==> src/hw/rtl/twhsm_pkg.sv <==
`default_nettype none

package twhsm_pkg;

   // Command that reads the one-byte status register; all others measure
   localparam logic [4:0] CMD_STATUS = 5'd7;
   // Reflected CRC-8 polynomial
   localparam logic [7:0] CRC_POLY = 8'h8C;

   // One result transaction
   typedef struct packed {
      logic        sck_level;
      logic        data_drive_low;
      logic        busy_res;
      logic        done_res;
      logic        ack_error;
      logic [15:0] reading;
      logic [7:0]  crc_from_sensor;
      logic [7:0]  crc_calculated;
   } result_type;

   function automatic logic [7:0] rev8(input logic [7:0] b);
      logic [7:0] r;
      for (int k = 0; k < 8; k++) begin
         r[k] = b[7 - k];
      end
      return r;
   endfunction

   // Bit-reversed byte in, shifted out LSB first
   function automatic logic [7:0] crc_add(input logic [7:0] crc, input logic [7:0] b);
      logic [7:0] c;
      c = crc ^ rev8(b);
      for (int k = 0; k < 8; k++) begin
         if (c[0]) begin
            c = (c >> 1) ^ CRC_POLY;
         end else begin
            c = c >> 1;
         end
      end
      return c;
   endfunction

endpackage

`default_nettype wire

==> src/hw/rtl/twhsm_seq.sv <==
`default_nettype none

module twhsm_seq (
   input  wire logic                   clock,
   input  wire logic                   reset,
   input  wire logic                   step,
   input  wire logic                   req_type,
   input  wire logic [4:0]             command,
   input  wire logic                   data_pin,
   output twhsm_pkg::result_type       result
);

   typedef enum logic [4:0] {
      PH_IDLE   = 5'd0,
      PH_START  = 5'd1,
      PH_TX_HI  = 5'd2,
      PH_TX_LO  = 5'd3,
      PH_AK_HI  = 5'd4,
      PH_AK_LO  = 5'd5,
      PH_W_HIGH = 5'd6,
      PH_W_LOW  = 5'd7,
      PH_R1_HI  = 5'd8,
      PH_R1_LO  = 5'd9,
      PH_R2_HI  = 5'd10,
      PH_R2_LO  = 5'd11,
      PH_RC_HI  = 5'd12,
      PH_RC_LO  = 5'd13,
      PH_A1_HI  = 5'd14,
      PH_A1_LO  = 5'd15,
      PH_A2_HI  = 5'd16,
      PH_A2_LO  = 5'd17,
      PH_NA_HI  = 5'd18,
      PH_NA_LO  = 5'd19
   } phase_type;

   phase_type   phase_ff, phase_in;
   logic [2:0]  bit_count_ff, bit_count_in;
   logic [7:0]  shift_byte_ff, shift_byte_in;
   logic [4:0]  command_ff, command_in;
   logic [15:0] value_ff, value_in;
   logic [7:0]  crc_ff, crc_in;
   logic [7:0]  crc_rx_ff, crc_rx_in;
   logic        sck_ff, sck_in;
   logic        data_low_ff, data_low_in;
   logic        nack_ff, nack_in;
   logic        done_in;

   // Next state for one transaction on the request channel
   always_comb begin
      phase_in      = phase_ff;
      bit_count_in  = bit_count_ff;
      shift_byte_in = shift_byte_ff;
      command_in    = command_ff;
      value_in      = value_ff;
      crc_in        = crc_ff;
      crc_rx_in     = crc_rx_ff;
      sck_in        = sck_ff;
      data_low_in   = data_low_ff;
      nack_in       = nack_ff;
      done_in       = 1'b0;

      if (req_type) begin
         // start only from idle; ignored otherwise
         if (phase_ff == PH_IDLE) begin
            command_in    = command;
            shift_byte_in = {3'b000, command};
            value_in      = '0;
            crc_in        = '0;
            crc_rx_in     = '0;
            nack_in       = 1'b0;
            sck_in        = 1'b0;
            data_low_in   = 1'b0;
            bit_count_in  = '0;
            phase_in      = PH_START;
         end
      end else begin
         case (phase_ff)
            PH_START: begin
               case (bit_count_ff)
                  3'd0: sck_in = 1'b1;
                  3'd1: data_low_in = 1'b1;
                  3'd2: sck_in = 1'b0;
                  3'd3: sck_in = 1'b1;
                  3'd4: data_low_in = 1'b0;
                  3'd5: sck_in = 1'b0;
                  default: ;
               endcase
               if (bit_count_ff >= 3'd6) begin
                  bit_count_in = 3'd7;
                  data_low_in  = ~shift_byte_ff[7];
                  phase_in     = PH_TX_HI;
               end else begin
                  bit_count_in = bit_count_ff + 3'd1;
               end
            end
            PH_TX_HI: begin
               sck_in   = 1'b1;
               phase_in = PH_TX_LO;
            end
            PH_TX_LO: begin
               sck_in = 1'b0;
               if (bit_count_ff != 3'd0) begin
                  bit_count_in = bit_count_ff - 3'd1;
                  data_low_in  = ~shift_byte_ff[bit_count_ff - 3'd1];
                  phase_in     = PH_TX_HI;
               end else begin
                  data_low_in = 1'b0;
                  phase_in    = PH_AK_HI;
               end
            end
            PH_AK_HI: begin
               sck_in   = 1'b1;
               crc_in   = twhsm_pkg::crc_add(8'h00, {3'b000, command_ff});
               nack_in  = data_pin;
               phase_in = PH_AK_LO;
            end
            PH_AK_LO: begin
               sck_in        = 1'b0;
               bit_count_in  = 3'd7;
               shift_byte_in = '0;
               if (nack_ff) begin
                  done_in  = 1'b1;
                  phase_in = PH_IDLE;
               end else if (command_ff == twhsm_pkg::CMD_STATUS) begin
                  phase_in = PH_R2_HI;
               end else begin
                  phase_in = PH_W_HIGH;
               end
            end
            // conversion wait: DATA rises, then falls when the value is ready
            PH_W_HIGH: begin
               if (data_pin) begin
                  phase_in = PH_W_LOW;
               end
            end
            PH_W_LOW: begin
               if (!data_pin) begin
                  bit_count_in  = 3'd7;
                  shift_byte_in = '0;
                  phase_in      = PH_R1_HI;
               end
            end
            PH_R1_HI, PH_R2_HI, PH_RC_HI: begin
               sck_in        = 1'b1;
               shift_byte_in = {shift_byte_ff[6:0], data_pin};
               phase_in      = (phase_ff == PH_R1_HI) ? PH_R1_LO :
                               (phase_ff == PH_R2_HI) ? PH_R2_LO : PH_RC_LO;
            end
            PH_R1_LO, PH_R2_LO, PH_RC_LO: begin
               sck_in = 1'b0;
               if (bit_count_ff != 3'd0) begin
                  bit_count_in = bit_count_ff - 3'd1;
                  phase_in     = (phase_ff == PH_R1_LO) ? PH_R1_HI :
                                 (phase_ff == PH_R2_LO) ? PH_R2_HI : PH_RC_HI;
               end else if (phase_ff == PH_R1_LO) begin
                  value_in    = {shift_byte_ff, 8'h00};
                  crc_in      = twhsm_pkg::crc_add(crc_ff, shift_byte_ff);
                  data_low_in = 1'b1;
                  phase_in    = PH_A1_HI;
               end else if (phase_ff == PH_R2_LO) begin
                  value_in    = value_ff | {8'h00, shift_byte_ff};
                  crc_in      = twhsm_pkg::crc_add(crc_ff, shift_byte_ff);
                  data_low_in = 1'b1;
                  phase_in    = PH_A2_HI;
               end else begin
                  crc_rx_in   = shift_byte_ff;
                  data_low_in = 1'b0;
                  phase_in    = PH_NA_HI;
               end
            end
            PH_A1_HI, PH_A2_HI, PH_NA_HI: begin
               sck_in   = 1'b1;
               phase_in = (phase_ff == PH_A1_HI) ? PH_A1_LO :
                          (phase_ff == PH_A2_HI) ? PH_A2_LO : PH_NA_LO;
            end
            PH_A1_LO, PH_A2_LO: begin
               sck_in        = 1'b0;
               data_low_in   = 1'b0;
               bit_count_in  = 3'd7;
               shift_byte_in = '0;
               phase_in      = (phase_ff == PH_A1_LO) ? PH_R2_HI : PH_RC_HI;
            end
            PH_NA_LO: begin
               sck_in      = 1'b0;
               data_low_in = 1'b0;
               done_in     = 1'b1;
               phase_in    = PH_IDLE;
            end
            default: begin
               phase_in = PH_IDLE;
            end
         endcase
      end
   end

   // Sequencer state
   always_ff @(posedge clock) begin
      if (reset) begin
         phase_ff      <= PH_IDLE;
         bit_count_ff  <= '0;
         shift_byte_ff <= '0;
         command_ff    <= '0;
         value_ff      <= '0;
         crc_ff        <= '0;
         crc_rx_ff     <= '0;
         sck_ff        <= 1'b0;
         data_low_ff   <= 1'b0;
         nack_ff       <= 1'b0;
      end else if (step) begin
         phase_ff      <= phase_in;
         bit_count_ff  <= bit_count_in;
         shift_byte_ff <= shift_byte_in;
         command_ff    <= command_in;
         value_ff      <= value_in;
         crc_ff        <= crc_in;
         crc_rx_ff     <= crc_rx_in;
         sck_ff        <= sck_in;
         data_low_ff   <= data_low_in;
         nack_ff       <= nack_in;
      end
   end

   // Result of this transaction: the state it leaves behind
   always_comb begin
      result.sck_level       = sck_in;
      result.data_drive_low  = data_low_in;
      result.busy_res        = (phase_in != PH_IDLE);
      result.done_res        = done_in;
      result.ack_error       = nack_in;
      result.reading         = value_in;
      result.crc_from_sensor = crc_rx_in;
      result.crc_calculated  = crc_in;
   end

endmodule

`default_nettype wire

==> src/hw/rtl/two_wire_humidity_sensor_master_top.sv <==
`default_nettype none

// Two-wire sensor bus master. Each request transaction is a start (req_type = 1,
// command latched, taken only when idle) or one bus half-period tick carrying the
// sampled DATA level; each gives exactly one response with the SCK and DATA drive
// levels, busy/done flags, the reading and both CRC bytes. One request is taken
// per clock cycle: the sequencer steps in the cycle of acceptance and its result
// lands in a two-entry output stage (output register plus skid register), so
// req_ready only drops while both entries hold undelivered responses.
module two_wire_humidity_sensor_master_top (
   input  wire logic        clock,
   input  wire logic        reset,
   input  wire logic        req_valid,
   output      logic        req_ready,
   input  wire logic        req_type,
   input  wire logic [4:0]  req_command,
   input  wire logic        req_data_pin,
   output      logic        rsp_valid,
   input  wire logic        rsp_ready,
   output      logic        rsp_sck_level,
   output      logic        rsp_data_drive_low,
   output      logic        rsp_busy_res,
   output      logic        rsp_done_res,
   output      logic        rsp_ack_error,
   output      logic [15:0] rsp_reading,
   output      logic [7:0]  rsp_crc_from_sensor,
   output      logic [7:0]  rsp_crc_calculated
);

   twhsm_pkg::result_type step_result;
   twhsm_pkg::result_type out_ff;
   twhsm_pkg::result_type skid_ff;
   logic                  out_valid_ff;
   logic                  skid_valid_ff;
   logic                  accept;
   logic                  pop;

   assign req_ready = ~skid_valid_ff;
   assign accept    = req_valid & req_ready;
   assign pop       = out_valid_ff & rsp_ready;

   twhsm_seq u_seq (
      .clock    (clock),
      .reset    (reset),
      .step     (accept),
      .req_type (req_type),
      .command  (req_command),
      .data_pin (req_data_pin),
      .result   (step_result)
   );

   // Output register with skid entry
   always_ff @(posedge clock) begin
      if (reset) begin
         out_valid_ff  <= 1'b0;
         skid_valid_ff <= 1'b0;
      end else if (!out_valid_ff || pop) begin
         if (skid_valid_ff) begin
            out_valid_ff  <= 1'b1;
            skid_valid_ff <= 1'b0;
         end else begin
            out_valid_ff <= accept;
         end
      end else if (accept) begin
         skid_valid_ff <= 1'b1;
      end
   end

   always_ff @(posedge clock) begin
      if (!out_valid_ff || pop) begin
         if (skid_valid_ff) begin
            out_ff <= skid_ff;
         end else if (accept) begin
            out_ff <= step_result;
         end
      end else if (accept) begin
         skid_ff <= step_result;
      end
   end

   assign rsp_valid           = out_valid_ff;
   assign rsp_sck_level       = out_ff.sck_level;
   assign rsp_data_drive_low  = out_ff.data_drive_low;
   assign rsp_busy_res        = out_ff.busy_res;
   assign rsp_done_res        = out_ff.done_res;
   assign rsp_ack_error       = out_ff.ack_error;
   assign rsp_reading         = out_ff.reading;
   assign rsp_crc_from_sensor = out_ff.crc_from_sensor;
   assign rsp_crc_calculated  = out_ff.crc_calculated;

endmodule

`default_nettype wire

==> config.mk <==
export PLATFORM = sky130hd
export DESIGN_NAME = two_wire_humidity_sensor_master_top
export DESIGN_NICKNAME = d
export VERILOG_FILES = /design/src/hw/rtl/twhsm_pkg.sv /design/src/hw/rtl/twhsm_seq.sv /design/src/hw/rtl/two_wire_humidity_sensor_master_top.sv
export SDC_FILE = /design/constraint.sdc
export NUM_CORES = 1
export LEC_CHECK = 0
export ABC_CLOCK_PERIOD_IN_PS = 2900
export BUFFER_PORTS_ARGS = -buffer_cell sky130_fd_sc_hd__buf_2
export CORE_ASPECT_RATIO = 1.1
export CORE_UTILIZATION = 54
export DETAILED_ROUTE_END_ITERATION = 12
export PLACE_DENSITY = 0.76
export SYNTH_ARGS = -nofsm -noshare
export SYNTH_HDL_FRONTEND = slang
export SYNTH_SLANG_ARGS = --single-unit
==> constraint.sdc <==
create_clock -name clock -period 2.9 [get_ports clock]
set_clock_uncertainty 0.1 [all_clocks]
set_input_delay 0.58 -clock clock [delete_from_list [all_inputs] [get_ports clock]]
set_output_delay 0.58 -clock clock [all_outputs]
set_load 0.1 [all_outputs]
==> run summary, run 1 <==
Classification of the worst-slack hold path: in2reg. Global routing used 27.7% of the available tracks across all layers. The tools report the detailed-route via count as 5170. Dominant delay contributor by cell family on the critical path: simple AND/OR/NAND/NOR gates. Setup repair after global routing left no endpoint under its margin. For the post-synth net total, the log shows 646. The quantity of I/O buffers inserted on ports works out to 49.

50 I/O pins were placed. TritonCTS built the clock tree. Setup violations remaining at the end of the flow were counted as 0. Power density normalized to cell area: 657 nW/um^2. After detailed placement, the total cell area comes to 7130 sq um. The die outline area came out at 12700 sq um. The primary flip-flop cell chosen by synthesis mapping was edfxtp_1.

The power share of the clock group is 42.4%, and the horizontal extent of the die is 108 um. For the final routed database, the setup TNS stands at 0 ns. Along the worst path, the maximum fanout reaches 7.

Clock tree synthesis found a total of 132 sinks. The synthesized netlist devotes 15.5% of its cell area to compound gates. In the finished design, the share of the clock period the worst path needs comes to 92.7%.

The sequential share of power was 41.5%. The remaining routing DRC violations was 0; the leakage power figure was 0.00294 uW. The instance count of the mapped netlist was 628.

At the end of routability-driven placement, the weighted congestion stood at 0.944. The combinational fraction of design power was 16.1%. The slew of the pin with the lowest slew margin was 0.785 ns; the initial standard-cell utilization of the core was 55.4%. The first global-routing pass estimated 26800 um of wire.

The logs give 76 for the number of different library cells in the post-synthesis netlist and 6640 sq um for the netlist area before placement. The post-synthesis xor/xnor area fraction is 3.77%, and the adder and majority cell fraction of the synthesized area is 1.32%. The highest cell delay on the worst timing path was 0.43 ns.

The final antenna-violating net count is 0. The tools report the TritonCTS buffer count as 17. The net switching power is 1510 uW, and the placed cell count is 815.

Subtracting the final worst setup slack from the clock period gives 2.69 ns. The final design instance area without fill was 7740 sq um; the post-synthesis sequential element count was 132. STA classifies the critical path startpoint as a register.

After synthesis, the mean cell area works out to 10.6 sq um. For the insertion delay of the later-clocked pin in the worst-skew pair, the log shows 0.42 ns. The site row count is 42, and the sequential fraction of the synthesis area is 51.0%. At the worst endpoint, the arrival time is 2.77 ns.

After global routing the overflow that remains totals 0. 0 antenna diodes ended up in the layout. Dividing the detail-routed via count by the number of cells gives 6.10. The critical path capture point type is a register. The run finished with clean final reports. Measured against the total synthesized area, the mux share comes to 7.92%. The detailed router's first-iteration violation count was 458.

From bottom edge to top edge, the die measures 118 um. The H-tree was split into 4 levels. Walking the worst path, the cells encountered are inv_1, ha_1, or3b_4, or3_1, a32oi_1, o31a_2, a21oi_2, mux2_4.

The logs give 0 for the final hold violation count and 0 for the count of yosys warnings during synthesis. The number of cells traversed by the worst register-to-register path works out to 8. Top cell type by total area after synthesis: edfxtp_1. Layout overhead on the synthesized area: 16.7%.

The logs give 0 for the max-slew violation count and 47.2% for the relative slew slack. The path with the worst hold slack has its endpoint at u_seq.command_ff[4]. The final-stage net count is 699, and the switching share of total power is 29.7%.

The first-pass iteration count of the detailed router came out at 10. The worst hold path was traced through 3 stages. For the worst setup path, the data required time is 2.98 ns. Clock-pin slew was measured on the worst setup and hold paths at 0.06 ns.

Entering global routing, the biggest net connects 59 pins. Wires add up to 16600 um. The floorplan step defined a core boundary enclosing 12000 sq um. The number of synthesized flops with an enable pin works out to 74.

The initial antenna violation count is 0. Max capacitance violation total: 0. The critical path in this run is classified as reg2reg. The finished layout holds 848 standard cells, fillers aside. The tools report the startpoint of the lowest-slack hold path as req_command[4]. Dividing the detail-routed wire length by the instance count gives 19.6 um. For flop-to-flop paths, the worst setup slack is 0.21 ns. Of the cells placed in the final design, the portion with a size suffix greater than 1 is 26.5%. The logs give 5185 for the via count of the first global-routing pass and 3570 uW for the internal cell power. Derived from the worst setup path, the maximum achievable clock frequency is 372 MHz. After synthesis, the largest family of logic cells by area is simple AND/OR/NAND/NOR gates. Fraction of post-synthesis cell area in the top cell type by area: 33.5%. The startpoint identified for the worst register-to-register timing path is u_seq.bit_count_ff[0]. Once layout is complete, the utilization of the core stands at 64.6%.

Ranked by instance count, the synthesized netlist is headed by 74 x edfxtp_1, 73 x nor2_1, 58 x dfxtp_1. The cell with the most instances after synthesis was edfxtp_1. The fraction of registers with async set/reset came out at 0%. The sum of buffers and inverters on the critical path was 1.

After Yosys synthesis, and, or, nand and nor cells account for 16.5% of the synthesized area. In this run the critical register-to-register path is captured at rsp_crc_calculated[2]. VDD sags by at most 0.000450 V. In the post-synthesis netlist, the biggest area contributors are edfxtp_1 33%, dfxtp_1 17%, mux2_2 6.1%. Highest-delay cell along the critical path: or3b_4. Clock tree synthesis selected as its root buffer the cell clkbuf_16.

The clock passes through at most 2 buffers. The wire-length estimate of the detail-placed layout is 11500 um.
worst register-to-register path, stage by stage (launching register included):
cell	delay (ns)
dfxtp_1	0.39
inv_1	0.14
ha_1	0.22
or3b_4	0.43
or3_1	0.43
a32oi_1	0.24
o31a_2	0.18
a21oi_2	0.04
mux2_4	0.27
cell type report:
| type | count | area [sq um] |
|---|---|---|
| fillers | 891 | 4240 |
| well taps | 154 | 193 |
| clock buffers | 17 | 425 |
| clock inverters | 15 | 173 |
| inverters | 11 | 41.3 |
| repair buffers | 84 | 533 |
| multi-input cells | 435 | 3000 |
| flip-flops and latches | 132 | 3380 |
per-layer routing:
metal / track usage [%] / share of wire [%] / up-vias
met3: 5.07 / 4.7 / 42
li1: - / - / 2413
met5: 0 / 0 / -
met1: 33.8 / 41 / 2540
met4: 12.3 / 3.3 / 0
met2: 47.2 / 51 / 175
power groups by stage:
stage	Combinational (uW)	Clock, uW	Sequential (uW)
3_3_place_gp	801	0	2150
4_1_cts	815	2170	2110
5_1_grt	870	2250	2120
3_5_place_dp	811	0	2150
6_report	818	2150	2110
2_1_floorplan	378	0	2400
state kept, by name, summed over array words and instances (netlist names), 8 cells and up:
register             flops
u_seq.shift_byte_ff      8
u_seq.crc_ff             8
u_seq.crc_rx_ff          8
rsp_crc_from_sensor      8
rsp_crc_calculated       8
skid_ff                 37
u_seq.value_ff          16
rsp_reading             16
worst max path at each step:
stage / startpoint / to / slack, ns / cells after the start
2_1_floorplan: rsp_valid / skid_ff[0] / 0.18 / 2
3_3_place_gp: u_seq.bit_count_ff[0] / rsp_crc_from_sensor[4] / 0.19 / 7
3_5_place_dp: u_seq.bit_count_ff[0] / rsp_crc_calculated[1] / 0.15 / 8
4_1_cts: u_seq.bit_count_ff[0] / rsp_crc_calculated[1] / 0.16 / 8
5_1_grt: u_seq.bit_count_ff[0] / rsp_crc_calculated[1] / 0.002 / 8
6_report: u_seq.bit_count_ff[0] / rsp_crc_calculated[2] / 0.21 / 8
cells in the final DEF, fill, tap and decap left out, types with 11 or more instances in the layout:
master,Yosys,final
xnor2_1,16,16
buf_4,0,33
edfxtp_1,74,74
a22oi_1,21,21
nor3_1,29,28
nor2_1,73,72
inv_1,11,11
clkbuf_16,0,17
nand3_1,11,11
a22o_1,16,16
mux2_2,36,36
dfxtp_1,58,58
buf_2,12,49
nand2_1,52,52
o21ai_0,14,14
a21oi_1,19,19
cells by family after synthesis:
group                    count (synthesis)
AND/OR/NAND/NOR                        218
AO/OA/AOI/OAI                          138
flip-flops                             132
buffers and inverters                   61
multiplexers                            45
XOR/XNOR                                27
adder cells (fa/ha/maj)                  7
through the flow:
stage / hold WS [ns] / worst slack, ns / power (uW)
6_report: 0.352 / 0.210 / 5090
5_1_grt: 0.349 / 0.00151 / 5240
4_1_cts: 0.345 / 0.160 / 5100
3_5_place_dp: 0.387 / 0.151 / 2960
3_3_place_gp: 0.376 / 0.187 / 2950
2_1_floorplan: 0.361 / 0.182 / 2780
what timing repair did:
| item | in CTS | in global routing |
|---|---|---|
| setup endpoints to repair | 0 | 14 |
| hold buffers | 0 | 0 |
| setup buffers | 0 | 1 |
| resized for setup | 0 | 1 |
Power figures use the tool's default switching activity.
==> run 2: changes to the inputs <==
--- a/config.mk
+++ b/config.mk
@@ -5,12 +5,13 @@
 export SDC_FILE = /design/constraint.sdc
 export NUM_CORES = 1
 export LEC_CHECK = 0
+export ABC_AREA = 1
 export ABC_CLOCK_PERIOD_IN_PS = 2900
 export BUFFER_PORTS_ARGS = -buffer_cell sky130_fd_sc_hd__buf_2
 export CORE_ASPECT_RATIO = 1.1
-export CORE_UTILIZATION = 54
+export CORE_UTILIZATION = 55
 export DETAILED_ROUTE_END_ITERATION = 12
-export PLACE_DENSITY = 0.76
+export PLACE_DENSITY = 0.77
 export SYNTH_ARGS = -nofsm -noshare
 export SYNTH_HDL_FRONTEND = slang
 export SYNTH_SLANG_ARGS = --single-unit
==> run summary, run 2 <==
Per-cell routed wire length: 16.2 um (-17%). For the final weighted congestion in routability-driven placement, the log shows 0.985 (+4.4%). The core footprint was 12100 sq um (+0.88%); the worst-path maximum fanout was 14 (+7). The startpoint identified for the worst hold timing path is req_command[3]. The internal cell power is 3730 uW (+4.5%), and the quantity of I/O buffers inserted on ports is 49 (unchanged). The mux contribution to synthesized area was 0.146% (-7.8 points); the number of cells on the worst hold path was 3 (unchanged).

The tools report the register area as 3380 sq um (unchanged). The logs give 392 MHz (+5.5%) for the highest achievable clock rate and 432 (-5.7%) for the detailed router's first-iteration violation count. The post-synthesis sequential element count is 132 (unchanged), and the relative slew slack is 50.1% (+2.8 points). Net switching power: 1820 uW (+20%). The tools report the number of different library cells in the post-synthesis netlist as 46 (-39%). Ranked by flip-flop count, first place goes to skid_ff. The hold path endpoint is u_seq.command_ff[3]. The run gives 28200 um (+5.6%) as the global-route wire length before repair. The final-stage net count is 910 (+30%). Critical setup path kind: reg2reg. The combinational fraction of design power was 20.3% (+4.2 points). By area, the combinational part of the netlist is dominated by simple AND/OR/NAND/NOR gates. In this run the critical register-to-register path is launched from u_seq.bit_count_ff[0]. The power share of the clock group is 39.8% (-2.6 points), and the first-pass iteration count of the detailed router is 5 (-5). The ratio of cells with drive above 1 in the final layout came out at 15.4% (-11 points). The logs give 867 (+34%) for the post-synth net total and 0 (unchanged) for the post-cts sizing count. For the netlist area before placement, the log shows 6860 sq um (+3.4%). The area fraction in and, or, nand and nor cells after synthesis was 22.1% (+5.7 points); the number of synthesized flops with an enable pin was 74 (unchanged). The tools report the setup TNS as 0 ns (unchanged). The tools report the sequential fraction of the synthesis area as 49.3% (-1.7 points). The clock sink count came out at 132 (unchanged).

The number of flip-flops in the largest register is 37 (unchanged), and the insertion delay of the later-clocked pin in the worst-skew pair is 0.42 ns (about the same). The horizontal extent of the die was 109 um (+0.76%). The fraction of registers with async set/reset was 0% (unchanged). The fraction of post-synthesis cell area in the top cell type by area came out at 32.4% (-1.1 points). The maximum number of pins on one net before global-route repair is 44 (-25%), and the area fraction in compound gates after synthesis is 16.4% (+0.95 points). The setup fix buffers added after clock tree synthesis is 0 (unchanged). Detailed-route via count: 5883 (+14%). In this run the worst hold path is classified as in2reg.

The tools report the instance count of the mapped netlist as 849 (+35%). The biggest area contributor in the post-synthesis netlist is edfxtp_1. The logs give 0.35 ns (+0.14 ns) for the register-to-register path setup slack and 2.94 ns (-0.04 ns) for the data required time at the worst endpoint. Remaining routing DRC violations: 0 (unchanged). The initial antenna violation count was 0 (unchanged). Primary flip-flop cell chosen by synthesis mapping: edfxtp_1.

The initial standard-cell utilization of the core is 56.8% (+1.4 points), and the number of H-tree levels is 4 (unchanged). Leaving out fill and tap cells, the most frequent cell in the layout is nand2_1. TritonCTS built the clock tree. The tools report the die outline area as 12900 sq um (+1.5%).

The final wirelength was 17100 um (+3.0%); the final cycle utilization of the critical path was 87.9% (-4.9 points). For the worst endpoint data arrival time, the log shows 2.59 ns (-0.18 ns). Leaving out fill and tap cells, the most frequent cells in the layout are 210 x nand2_1, 106 x inv_1, 75 x o21ai_0. Yosys attributes the largest share of cell area to edfxtp_1 32%, dfxtp_1 17%, nand2_1 11%. The nature of the critical path startpoint was a register. The total congestion overflow after global routing was 0 (unchanged); the power density normalized to cell area was 709 nW/um^2 (+7.9%). The max capacitance violation total came out at 0 (unchanged).

Clock tree synthesis selected as its root buffer the cell clkbuf_16. The largest voltage drop on the vdd net is 0.000324 V (-28%). The number of cells traversed by the worst register-to-register path was 9 (+1).

The average size of a mapped cell works out to 8.08 sq um (-23%). The total power after layout came out at 5550 uW (+9.1%). The run gives 2 (unchanged) as the clock tree buffer depth. The number of endpoints failing setup at the final stage came out at 0 (unchanged). The count of hold-fix buffers inserted at cts was 0 (unchanged). Setup repair after global routing left no endpoint under its margin.

The layout overhead on the synthesized area came out at 14.1%. Sequential share of power: 39.9% (-1.6 points). The adder and majority cell fraction of the synthesized area works out to 1.28% (-0.044 points). The via count of the first global-routing pass came out at 5696 (+9.9%).

The slew of the pin with the lowest slew margin was 0.748 ns (-0.0371 ns); the leakage power figure was 0.00360 uW (+22%). The run gives 42 (unchanged) as the site row count. Final antenna-violating net count: 0 (unchanged). The logs give 17 (unchanged) for the TritonCTS buffer count and 1039 (+17%) for the count of fill cells added during filler insertion. The global routing usage summed across all routing layers was 28.6% (+0.93 points). The tools report the final HPWL from detailed placement as 11700 um (+1.6%). The commonest cells after synthesis are 210 x nand2_1, 106 x inv_1, 75 x o21ai_0. The number of top-level design ports was 50 (unchanged). The post-route minimum period is 2.55 ns (-0.141 ns). The final hold violation count came out at 0 (unchanged). The flow ran to the end, and the final reports show no timing, DRC or antenna violations. The count of yosys warnings during synthesis came out at 0 (unchanged). The y dimension of the die came out at 119 um (+0.76%).

The number of vias per cell came out at 5.56 (-8.9%). In this run the critical register-to-register path is captured at rsp_reading[4]. The worst setup path is captured at a register.

The post-synthesis xor/xnor area fraction came out at 1.79% (-2.0 points). nand2_1 is the most common cell in the netlist. The run gives 2880 sq um (-3.9%) as the multi-input combinational cell area.

The max-slew violation count was 0 (unchanged); the count of antenna diodes in the layout was 0 (unchanged). The clock-pin slew of the registers on the worst-case setup and hold paths was 0.06 ns (about the same); the switching share of total power was 32.7% (+3.0 points).
==> run 2: cell type report <==
cell class,instances,share of cell area (%)
Tap cell,154,2.46
Multi-Input combinational cell,564,36.8
Timing Repair Buffer,60,4.19
Inverter,117,5.67
Sequential cell,132,43.2
Clock inverter,15,2.28
Clock buffer,17,5.43
==> run 2: layer usage <==
| layer | track usage, % | share of wire [%] | vias up | routed length [um] |
|---|---|---|---|---|
| met4 | 13.1 | 3.3 | 0 | 573 |
| met2 | 44.0 | 46 | 258 | 7880 |
| met1 | 38.4 | 43 | 2674 | 7410 |
| li1 | - | - | 2902 | - |
| met3 | 5.97 | 7.3 | 49 | 1260 |
| met5 | 0 | 0 | - | 0 |
==> run 2: kinds of logic after synthesis <==
logic type               count (synthesis)
AO/OA/AOI/OAI                          198
flip-flops                             132
XOR/XNOR                                14
AND/OR/NAND/NOR                        344
multiplexers                             1
buffers and inverters                  153
adder cells (fa/ha/maj)                  7
==> run 2: worst max path at each step <==
| stage | start | end | cells past startpoint | slack (ns) |
|---|---|---|---|---|
| after global placement | u_seq.bit_count_ff[0] | rsp_reading[6] | 9 | 0.45 |
| final | u_seq.bit_count_ff[0] | rsp_reading[4] | 9 | 0.35 |
| after floorplan | rsp_valid | skid_ff[0] | 4 | 0.15 |
| after global routing | u_seq.bit_count_ff[0] | rsp_reading[4] | 9 | 0.11 |
| after CTS | u_seq.bit_count_ff[0] | rsp_reading[4] | 9 | 0.36 |
| after detailed placement | u_seq.bit_count_ff[0] | rsp_reading[4] | 9 | 0.38 |
==> run 2: critical path, stage by stage (launching register included) <==
cell     delay, ns
dfxtp_1       0.39
inv_1         0.21
ha_1          0.22
nand2_2       0.11
inv_1         0.22
nand2_4       0.14
nor2_4        0.32
o21ai_4       0.16
a22oi_1       0.29
o21ai_0       0.12
==> run 2: through the flow <==
| stage | util, % | std cells | worst slack, ns | hold slack [ns] | area [sq um] |
|---|---|---|---|---|---|
| floorplan | - | 849 | 0.150 | 0.394 | 6870 |
| global placement | 59.8 | 1027 | 0.452 | 0.400 | 7230 |
| detailed placement | 59.8 | 1027 | 0.377 | 0.402 | 7230 |
| CTS | 64.8 | 1059 | 0.363 | 0.336 | 7830 |
| global route | 64.8 | 1059 | 0.115 | 0.332 | 7830 |
| finish | 64.8 | 1059 | 0.352 | 0.343 | 7830 |
==> run 2: power groups by stage <==
stage | clock network (uW) | logic [uW] | registers [uW]
2_1_floorplan | 0 | 566 | 2570
3_3_place_gp | 0 | 1100 | 2250
3_5_place_dp | 0 | 1110 | 2250
4_1_cts | 2220 | 1120 | 2210
5_1_grt | 2300 | 1230 | 2230
6_report | 2210 | 1130 | 2210
